File: src/rtl/core/rpfs_pkg.sv
`default_nettype none

package rpfs_pkg;

	// number of cells in the chain (1 .. 64)
	localparam int CELLS = 64;
	localparam int CELL_W = (CELLS > 1) ? $clog2(CELLS) : 1;

	localparam int BYTE_W = 8;
	localparam int COLOR_W = 3 * BYTE_W;
	localparam int CELL_NUM_W = 6;
	localparam int HELD_BYTES = 3;

	// index byte that blackens the whole store
	localparam logic [BYTE_W-1:0] CLEAR_CODE = 8'd64;
	// byte_count value of the index byte (fourth of a packet)
	localparam logic [1:0] INDEX_SLOT = 2'd3;

	typedef enum logic [1:0] {
		ST_IDLE = 2'b01,
		ST_SCAN = 2'b10
	} rpfs_state_t;

	// controller -> datapath commands
	typedef struct packed {
		logic              hold;     // store rx_byte as a colour byte
		logic [1:0]        hold_sel; // which colour byte
		logic              commit;   // index byte: write or clear the store
		logic              rd_en;    // read one cell for scan-out
		logic [CELL_W-1:0] rd_addr;
		logic              rd_last;
	} rpfs_cmd_t;

endpackage

`default_nettype wire

File: src/rtl/core/rpfs_ram.sv
`default_nettype none

module rpfs_ram #(
	parameter int WIDTH = 8,
	parameter int DEPTH = 16
) (
	input  wire                                     clk,
	input  wire                                     we,
	input  wire  [((DEPTH > 1) ? $clog2(DEPTH) : 1)-1:0] waddr,
	input  wire  [WIDTH-1:0]                        wdata,
	input  wire                                     re,
	input  wire  [((DEPTH > 1) ? $clog2(DEPTH) : 1)-1:0] raddr,
	output logic [WIDTH-1:0]                        rdata
);

	logic [WIDTH-1:0] mem_q [DEPTH];

	always_ff @(posedge clk) begin
		if (we) begin
			mem_q[waddr] <= wdata;
		end
		if (re) begin
			rdata <= mem_q[raddr];
		end
	end

endmodule

`default_nettype wire

File: src/rtl/core/rpfs_ctrl.sv
`default_nettype none

module rpfs_ctrl import rpfs_pkg::*; (
	input  wire        clk,
	input  wire        arst_n,
	input  wire        start,
	output logic       busy,
	output rpfs_cmd_t  cmd
);

	rpfs_state_t       state_q;
	logic [1:0]        byte_count_q;
	logic [CELL_W-1:0] scan_cnt_q;
	logic              accept;
	logic              scan_last;

	assign busy      = (state_q == ST_SCAN);
	assign accept    = start && !busy;
	assign scan_last = (scan_cnt_q == CELL_W'(CELLS - 1));

	always_comb begin
		cmd          = '0;
		cmd.hold     = accept && (byte_count_q != INDEX_SLOT);
		cmd.hold_sel = byte_count_q;
		cmd.commit   = accept && (byte_count_q == INDEX_SLOT);
		cmd.rd_en    = (state_q == ST_SCAN);
		cmd.rd_addr  = scan_cnt_q;
		cmd.rd_last  = scan_last;
	end

	always_ff @(posedge clk or negedge arst_n) begin
		if (!arst_n) begin
			state_q      <= ST_IDLE;
			byte_count_q <= '0;
			scan_cnt_q   <= '0;
		end else begin
			case (state_q)
				ST_IDLE: begin
					if (accept) begin
						byte_count_q <= byte_count_q + 2'd1;
						if (byte_count_q == INDEX_SLOT) begin
							state_q    <= ST_SCAN;
							scan_cnt_q <= '0;
						end
					end
				end
				ST_SCAN: begin
					if (scan_last) begin
						state_q <= ST_IDLE;
					end else begin
						scan_cnt_q <= scan_cnt_q + CELL_W'(1);
					end
				end
				default: begin
					state_q <= ST_IDLE;
				end
			endcase
		end
	end

	a_scan_ends: assert property (@(posedge clk) disable iff (!arst_n)
		(state_q == ST_SCAN && scan_last) |=> (state_q == ST_IDLE))
		else $error("scan did not end after last cell");

	a_commit_starts_scan: assert property (@(posedge clk) disable iff (!arst_n)
		cmd.commit |=> (state_q == ST_SCAN && scan_cnt_q == '0))
		else $error("index byte did not start a scan at cell 0");

	a_no_store_during_scan: assert property (@(posedge clk) disable iff (!arst_n)
		(state_q == ST_SCAN) |-> (!cmd.hold && !cmd.commit))
		else $error("byte taken during scan-out");

endmodule

`default_nettype wire

File: src/rtl/core/rpfs_dp.sv
`default_nettype none

module rpfs_dp import rpfs_pkg::*; (
	input  wire                   clk,
	input  wire                   arst_n,
	input  wire  [BYTE_W-1:0]     rx_byte,
	input  rpfs_cmd_t             cmd,
	output logic                  strobe,
	output logic [BYTE_W-1:0]     green,
	output logic [BYTE_W-1:0]     red,
	output logic [BYTE_W-1:0]     blue,
	output logic [CELL_NUM_W-1:0] cell_number,
	output logic                  last_cell
);

	logic [BYTE_W-1:0]     held_q [HELD_BYTES];
	logic [CELLS-1:0]      valid_q;
	logic                  idx_clear;
	logic                  idx_write;
	logic [COLOR_W-1:0]    wdata;
	logic [COLOR_W-1:0]    rdata;
	logic                  valid_s1;
	logic                  strobe_s1;
	logic                  last_s1;
	logic [CELL_W-1:0]     addr_s1;

	assign idx_clear = cmd.commit && (rx_byte == CLEAR_CODE);
	// any other index below the cell count writes; all others are dropped
	assign idx_write = cmd.commit && !idx_clear && (rx_byte < BYTE_W'(CELLS));
	assign wdata     = {held_q[0], held_q[1], held_q[2]};

	always_ff @(posedge clk or negedge arst_n) begin
		if (!arst_n) begin
			for (int i = 0; i < HELD_BYTES; i++) begin
				held_q[i] <= '0;
			end
		end else if (cmd.hold) begin
			held_q[cmd.hold_sel] <= rx_byte;
		end
	end

	// per-cell valid: an unwritten or cleared cell reads black
	always_ff @(posedge clk or negedge arst_n) begin
		if (!arst_n) begin
			valid_q <= '0;
		end else if (idx_clear) begin
			valid_q <= '0;
		end else if (idx_write) begin
			valid_q[rx_byte[CELL_W-1:0]] <= 1'b1;
		end
	end

	rpfs_ram #(
		.WIDTH (COLOR_W),
		.DEPTH (CELLS)
	) u_store (
		.clk   (clk),
		.we    (idx_write),
		.waddr (rx_byte[CELL_W-1:0]),
		.wdata (wdata),
		.re    (cmd.rd_en),
		.raddr (cmd.rd_addr),
		.rdata (rdata)
	);

	always_ff @(posedge clk or negedge arst_n) begin
		if (!arst_n) begin
			strobe_s1 <= 1'b0;
			last_s1   <= 1'b0;
			valid_s1  <= 1'b0;
			addr_s1   <= '0;
		end else begin
			strobe_s1 <= cmd.rd_en;
			if (cmd.rd_en) begin
				last_s1  <= cmd.rd_last;
				valid_s1 <= valid_q[cmd.rd_addr];
				addr_s1  <= cmd.rd_addr;
			end
		end
	end

	assign strobe      = strobe_s1;
	assign red         = valid_s1 ? rdata[23:16] : '0;
	assign green       = valid_s1 ? rdata[15:8]  : '0;
	assign blue        = valid_s1 ? rdata[7:0]   : '0;
	assign cell_number = CELL_NUM_W'(addr_s1);
	assign last_cell   = strobe_s1 && last_s1;

	a_last_is_top_cell: assert property (@(posedge clk) disable iff (!arst_n)
		last_cell |-> (cell_number == CELL_NUM_W'(CELLS - 1)))
		else $error("last cell flag on wrong cell");

	a_gap_after_last: assert property (@(posedge clk) disable iff (!arst_n)
		last_cell |=> !strobe)
		else $error("result right after last cell");

endmodule

`default_nettype wire

File: src/rtl/core/rgb_packet_frame_store_scanout.sv
`default_nettype none

// RGB packet frame store with scan-out.
//
// Input: one received byte per item on rx_byte, taken at a rising edge with
// start high and busy low. Bytes form packets of four: red, green, blue, then
// the cell index. The first three bytes are only held (no result, busy stays
// low). The index byte writes that cell's colour, or with
// code 64 blackens every cell; other indices of CELLS and above are dropped.
// After each index byte the whole store is scanned out: CELLS results on
// consecutive cycles, each valid for exactly one cycle while strobe is high,
// in cell order, colour given as green/red/blue, last_cell on the final cell.
// The index byte starts the scan sequencer; each cell is read from the store
// and registered with its valid flag before it shows as a result. busy is
// high while the cells are read from the store, and no byte is taken then.
// The receiver cannot stall; results simply go by.
// Reset: the partial packet is dropped and all cells read black (per-cell
// valid flags cleared at once; no clearing pass needed).

module rgb_packet_frame_store_scanout import rpfs_pkg::*; (
	input  wire                   clk,
	input  wire                   arst_n,
	input  wire                   start,
	output logic                  busy,
	input  wire  [BYTE_W-1:0]     rx_byte,
	output logic                  strobe,
	output logic [BYTE_W-1:0]     green,
	output logic [BYTE_W-1:0]     red,
	output logic [BYTE_W-1:0]     blue,
	output logic [CELL_NUM_W-1:0] cell_number,
	output logic                  last_cell
);

	// commands from the sequencer to the store datapath
	rpfs_cmd_t cmd;

	// packet byte counter and scan sequencer
	rpfs_ctrl u_ctrl (
		.clk    (clk),
		.arst_n (arst_n),
		.start  (start),
		.busy   (busy),
		.cmd    (cmd)
	);

	// held colour bytes, frame store RAM, valid flags and result register
	rpfs_dp u_dp (
		.clk         (clk),
		.arst_n      (arst_n),
		.rx_byte     (rx_byte),
		.cmd         (cmd),
		.strobe      (strobe),
		.green       (green),
		.red         (red),
		.blue        (blue),
		.cell_number (cell_number),
		.last_cell   (last_cell)
	);

endmodule

`default_nettype wire
File: config.mk
export PLATFORM = sky130hd
export DESIGN_NAME = rgb_packet_frame_store_scanout
export DESIGN_NICKNAME = d
export VERILOG_FILES = /design/src/rtl/core/rpfs_pkg.sv /design/src/rtl/core/rpfs_ram.sv /design/src/rtl/core/rpfs_ctrl.sv /design/src/rtl/core/rpfs_dp.sv /design/src/rtl/core/rgb_packet_frame_store_scanout.sv
export SDC_FILE = /design/constraint.sdc
export NUM_CORES = 2
export LEC_CHECK = 0
export BUFFER_PORTS_ARGS = -buffer_cell sky130_fd_sc_hd__buf_2
export CORE_MARGIN = 3
export CORE_UTILIZATION = 55
export DETAILED_ROUTE_END_ITERATION = 10
export PLACE_DENSITY = 0.74
export SYNTH_ARGS = -nofsm -noshare
export SYNTH_HDL_FRONTEND = slang
export SYNTH_SLANG_ARGS = --single-unit
File: constraint.sdc
create_clock -name clk -period 2.7 [get_ports clk]
set_clock_uncertainty 0.05 [all_clocks]
set_input_delay 0.54 -clock clk [delete_from_list [all_inputs] [get_ports clk]]
set_output_delay 0.54 -clock clk [all_outputs]
set_load 0.01 [all_outputs]
==> impl_metrics.csv <==
group,metric,value,unit
outcome,status,"finished with violations",
outcome,violations,"DRC, setup timing",
worst_setup_path,rr_startpoint,"u_ctrl.scan_cnt_q[0]",
synth,ys_seq_elements,1667,
synth,synth.largest_area_cell,"edfxtp_1",
power_and_ir_drop,p_per_area,987,mW/mm2
worst_setup_path,critPathCapture,"u_dp.u_store.rdata[15]",
sta,drv_slew,0,
cells_and_area,drive_above_1_share,38.4,%
cells_and_area,syn2layout_area_growth,18.5,%
cells_and_area,seqCellArea,0.0496,mm2
clock_tree,cts_root_buffer,"clkbuf_16",
global_routing,grt_pass1_wl,247000,um
floorplan,dieHeight,346,um
power_and_ir_drop,p_int,53.6,mW
sta,tightest_slew,1470,ps
global_routing,grt_use_total,29.2,%
global_routing,grtUsageMet2,46.7,%
worst_setup_path,cp.depth,8,
min_path,hold_path_class,"input port to flop",
worst_setup_path,critical_path_class,"flop to flop",
power_and_ir_drop,combPwrFrac,23.5,%
synth,synth.top_cell.area_share,73.5,%
job,maxCapViolations,0,
global_routing,grt_max_degree,66,
drt,drt-total-wl,176000,um
worst_setup_path,worst_ep_required_time,3140,ps
power_and_ir_drop,p_total,74.6,mW
global_routing,grt.overflow.total,0,
synth,synthTopCellsByArea,"edfxtp_1, mux4_2, dfrtp_1",
worst_setup_path,path_cells,"buf_12 > buf_16 > buf_16 > buf_8 > mux4_2 > mux4_2 > a22oi_2 > nand2_1",
worst_setup_path,r2r.worst_path.cells,8,
worst_setup_path,critPathBufInv,4,
power_and_ir_drop,power_frac_clock,30.2,%
worst_setup_path,end_kind,"flop",
clock_tree,cts_tree,"done",
drt,drt-vias-per-instance,6.88,
sta,postLayoutSetupSlackWorst,-222,ps
drt,final_antenna_net_count,0,
drt,firstDrtPassIters,9,
floorplan,dieWidth,346,um
clock_tree,cts_buffers,155,
sta,setup_viol_count_final,25,
sta,slew-limit-headroom,1.78,%
synth,synthTopCellsByCount,"edfxtp_1, mux4_2, nor2_1, dfrtp_1, nand2_1",
global_routing,grtUsageMet1,39.0,%
synth,synth_nets,2805,
power_and_ir_drop,swShare,28.1,%
worst_setup_path,cp_slowest_cell,"mux4_2",
clock_tree,clock_path_buffers,3,
placement,dpl.hpwl,92800,um
synth,synthFlopType,"edfxtp_1",
sta,max_freq,342,MHz
global_routing,grt-busiest-layer,"met2",
clock_tree,htree_num_levels,4,
sta,finalSetupTns,-2680,ps
synth,ys_async_sr_fraction,6.42,%
floorplan,rows,124,
worst_setup_path,crit_path_start_kind,"flop",
worst_setup_path,crit_family,"multiplexers",
cells_and_area,fin_nets,3207,
worst_setup_path,arrival,3360,ps
synth,synth.most_common_cell,"edfxtp_1",
synth,netlist_area,0.0638,mm2
floorplan,die_area,0.120,mm2
drt,routedWlPerCell,36.4,um
floorplan,core,0.115,mm2
synth,synth_cells,2789,
placement,place.gp.congestion,0.868,
floorplan,pin_count,44,
clock_tree,clk_pin_slew,70,ps
sta,rsz0062_at_grt,"yes",
sta,fin_crit_sh,108,%
synth,synth_cell_types,40,
power_and_ir_drop,power_frac_seq,46.3,%
worst_setup_path,timing.rr.end,"u_dp.u_store.rdata[15]",
power_and_ir_drop,power_switching,21.0,mW
synth,avgSynthCellArea,22.9,um2
synth,synth-edff-count,1560,
drt,via_count,33300,
placement,port_buffers,43,
clock_tree,cts_sinks,1667,
worst_setup_path,slowest_delay,590,ps
global_routing,met3_usage,7.06,%
drt,drc,2,
worst_setup_path,crit_fanout,16,
sta,hold_viol,0,
synth,ys_seq_area_share,77.7,%
cells_and_area,num-fill-cells,6688,
clock_tree,clkLatencyLatePin,760,ps
global_routing,grt_antenna_before_repair,14,
cells_and_area,multi_input_area,0.0140,mm2
drt,drt_iter0_drc,5396,
power_and_ir_drop,peakVddDrop,617,uV
power_and_ir_drop,p_leak,24.2,nW
synth,ys_warn_count,0,
global_routing,grt_pass1_vias,33200,
worst_setup_path,r2r_setup_slack,-220,ps
worst_setup_path,crit_start,"u_ctrl.scan_cnt_q[0]",
floorplan,initial_core_util,55.6,%
sta,period_needed,2920,ps
==> area by class of cell <==
class                           count  share of cell area [%]
Sequential cell                  1667                    65.6
Multi-Input combinational cell    970                    18.5
Timing Repair Buffer              390                    6.47
Clock buffer                      199                    5.59
Tap cell                         1512                    2.50
Clock inverter                     86                    1.30
Inverter                            7                  0.0348
Antenna cell                        3                 0.00994
==> power groups by stage <==
stage	clock network [mW]	logic (mW)	registers (mW)
global route	23.6	18.3	34.6
floorplan	0	8.20	34.8
global placement	0	14.8	34.7
CTS	22.6	16.6	34.4
detailed placement	0	15.3	34.9
finish	22.5	17.6	34.5
==> how the worst min path moves through the flow <==
stage,from,end,cells after the start
floorplan,arst_n,u_ctrl.byte_count_q[0],0
global placement,u_dp.cell_number[0],u_dp.cell_number[0],2
detailed placement,u_dp.cell_number[2],u_dp.cell_number[2],2
CTS,rx_byte[7],u_dp.held_q[23],2
global route,rx_byte[7],u_dp.held_q[15],2
finish,rx_byte[7],u_dp.held_q[23],2
==> cells in the final DEF (no fill, tap or decap), types with 27 or more instances in the layout <==
cell type,count
buf_4,176
clkinv_1,29
nand2_1,76
clkbuf_16,165
and2_1,30
buf_12,122
dfrtp_1,78
mux4_2,486
clkbuf_1,33
nor2_1,139
edfxtp_1,1560
nor2_2,64
mux2_2,27
buf_2,42
==> kinds of logic after synthesis <==
kind of cell               Yosys count  synth area share [%]
DFF                               1667                  77.7
muxes                              527                  17.9
adders and majority gates            5                0.0981
xor gates and xnor gates             4                0.0550
and+or+nand+nor                    361                  2.43
buffers and inverters              152                  1.10
AOI/OAI and AO/OA                   73                 0.787
==> through the flow <==
| stage | hold slack (ps) | utilization [%] | instances | instance area (um2) | worst slack [ps] |
|---|---|---|---|---|---|
| 6_report | 58.6 | 65.9 | 4834 | 75500 | -222 |
| 5_1_grt | 33.8 | 65.9 | 4832 | 75500 | -211 |
| 4_1_cts | 6.46 | 65.4 | 4797 | 75000 | -136 |
| 3_5_place_dp | 426 | 60.2 | 4488 | 69000 | -355 |
| 3_3_place_gp | 410 | 60.2 | 4488 | 69000 | -347 |
| 2_1_floorplan | 194 | - | 2789 | 63800 | -346 |
==> registers in the layout (all words and copies together) (netlist names), 2 cells and up <==
signal,cells
u_ctrl.scan_cnt_q,6
u_dp.cell_number,6
u_dp.u_store.rdata,24
u_ctrl.state_q,2
u_dp.held_q,24
u_dp.u_store.mem_q,1536
u_ctrl.byte_count_q,2
u_dp.valid_q,64
==> per-layer routing <==
layer	wire (um)	part of all wire (%)
met2	86400	49
met5	23	0.013
met3	20800	12
met1	60100	34
met4	8350	4.8
==> worst reg2reg max path, cell delays in order, from the launching register on <==
cell and delay, ps:
dfrtp_4 450, buf_12 140, buf_16 180, buf_16 210
buf_8 130, mux4_2 490, mux4_2 590, a22oi_2 280
nand2_1 130
==> what timing repair did <==
action                                 4_1_cts  5_1_grt
setup endpoints to repair                   26       26
pin swaps                                   16        8
hold buffers                                 1        0
gates cloned                                 9        4
endpoints found under the hold margin       37        0
buffers inserted                            15       31
gates resized for setup                     81       40
Power figures use the tool's default switching activity.
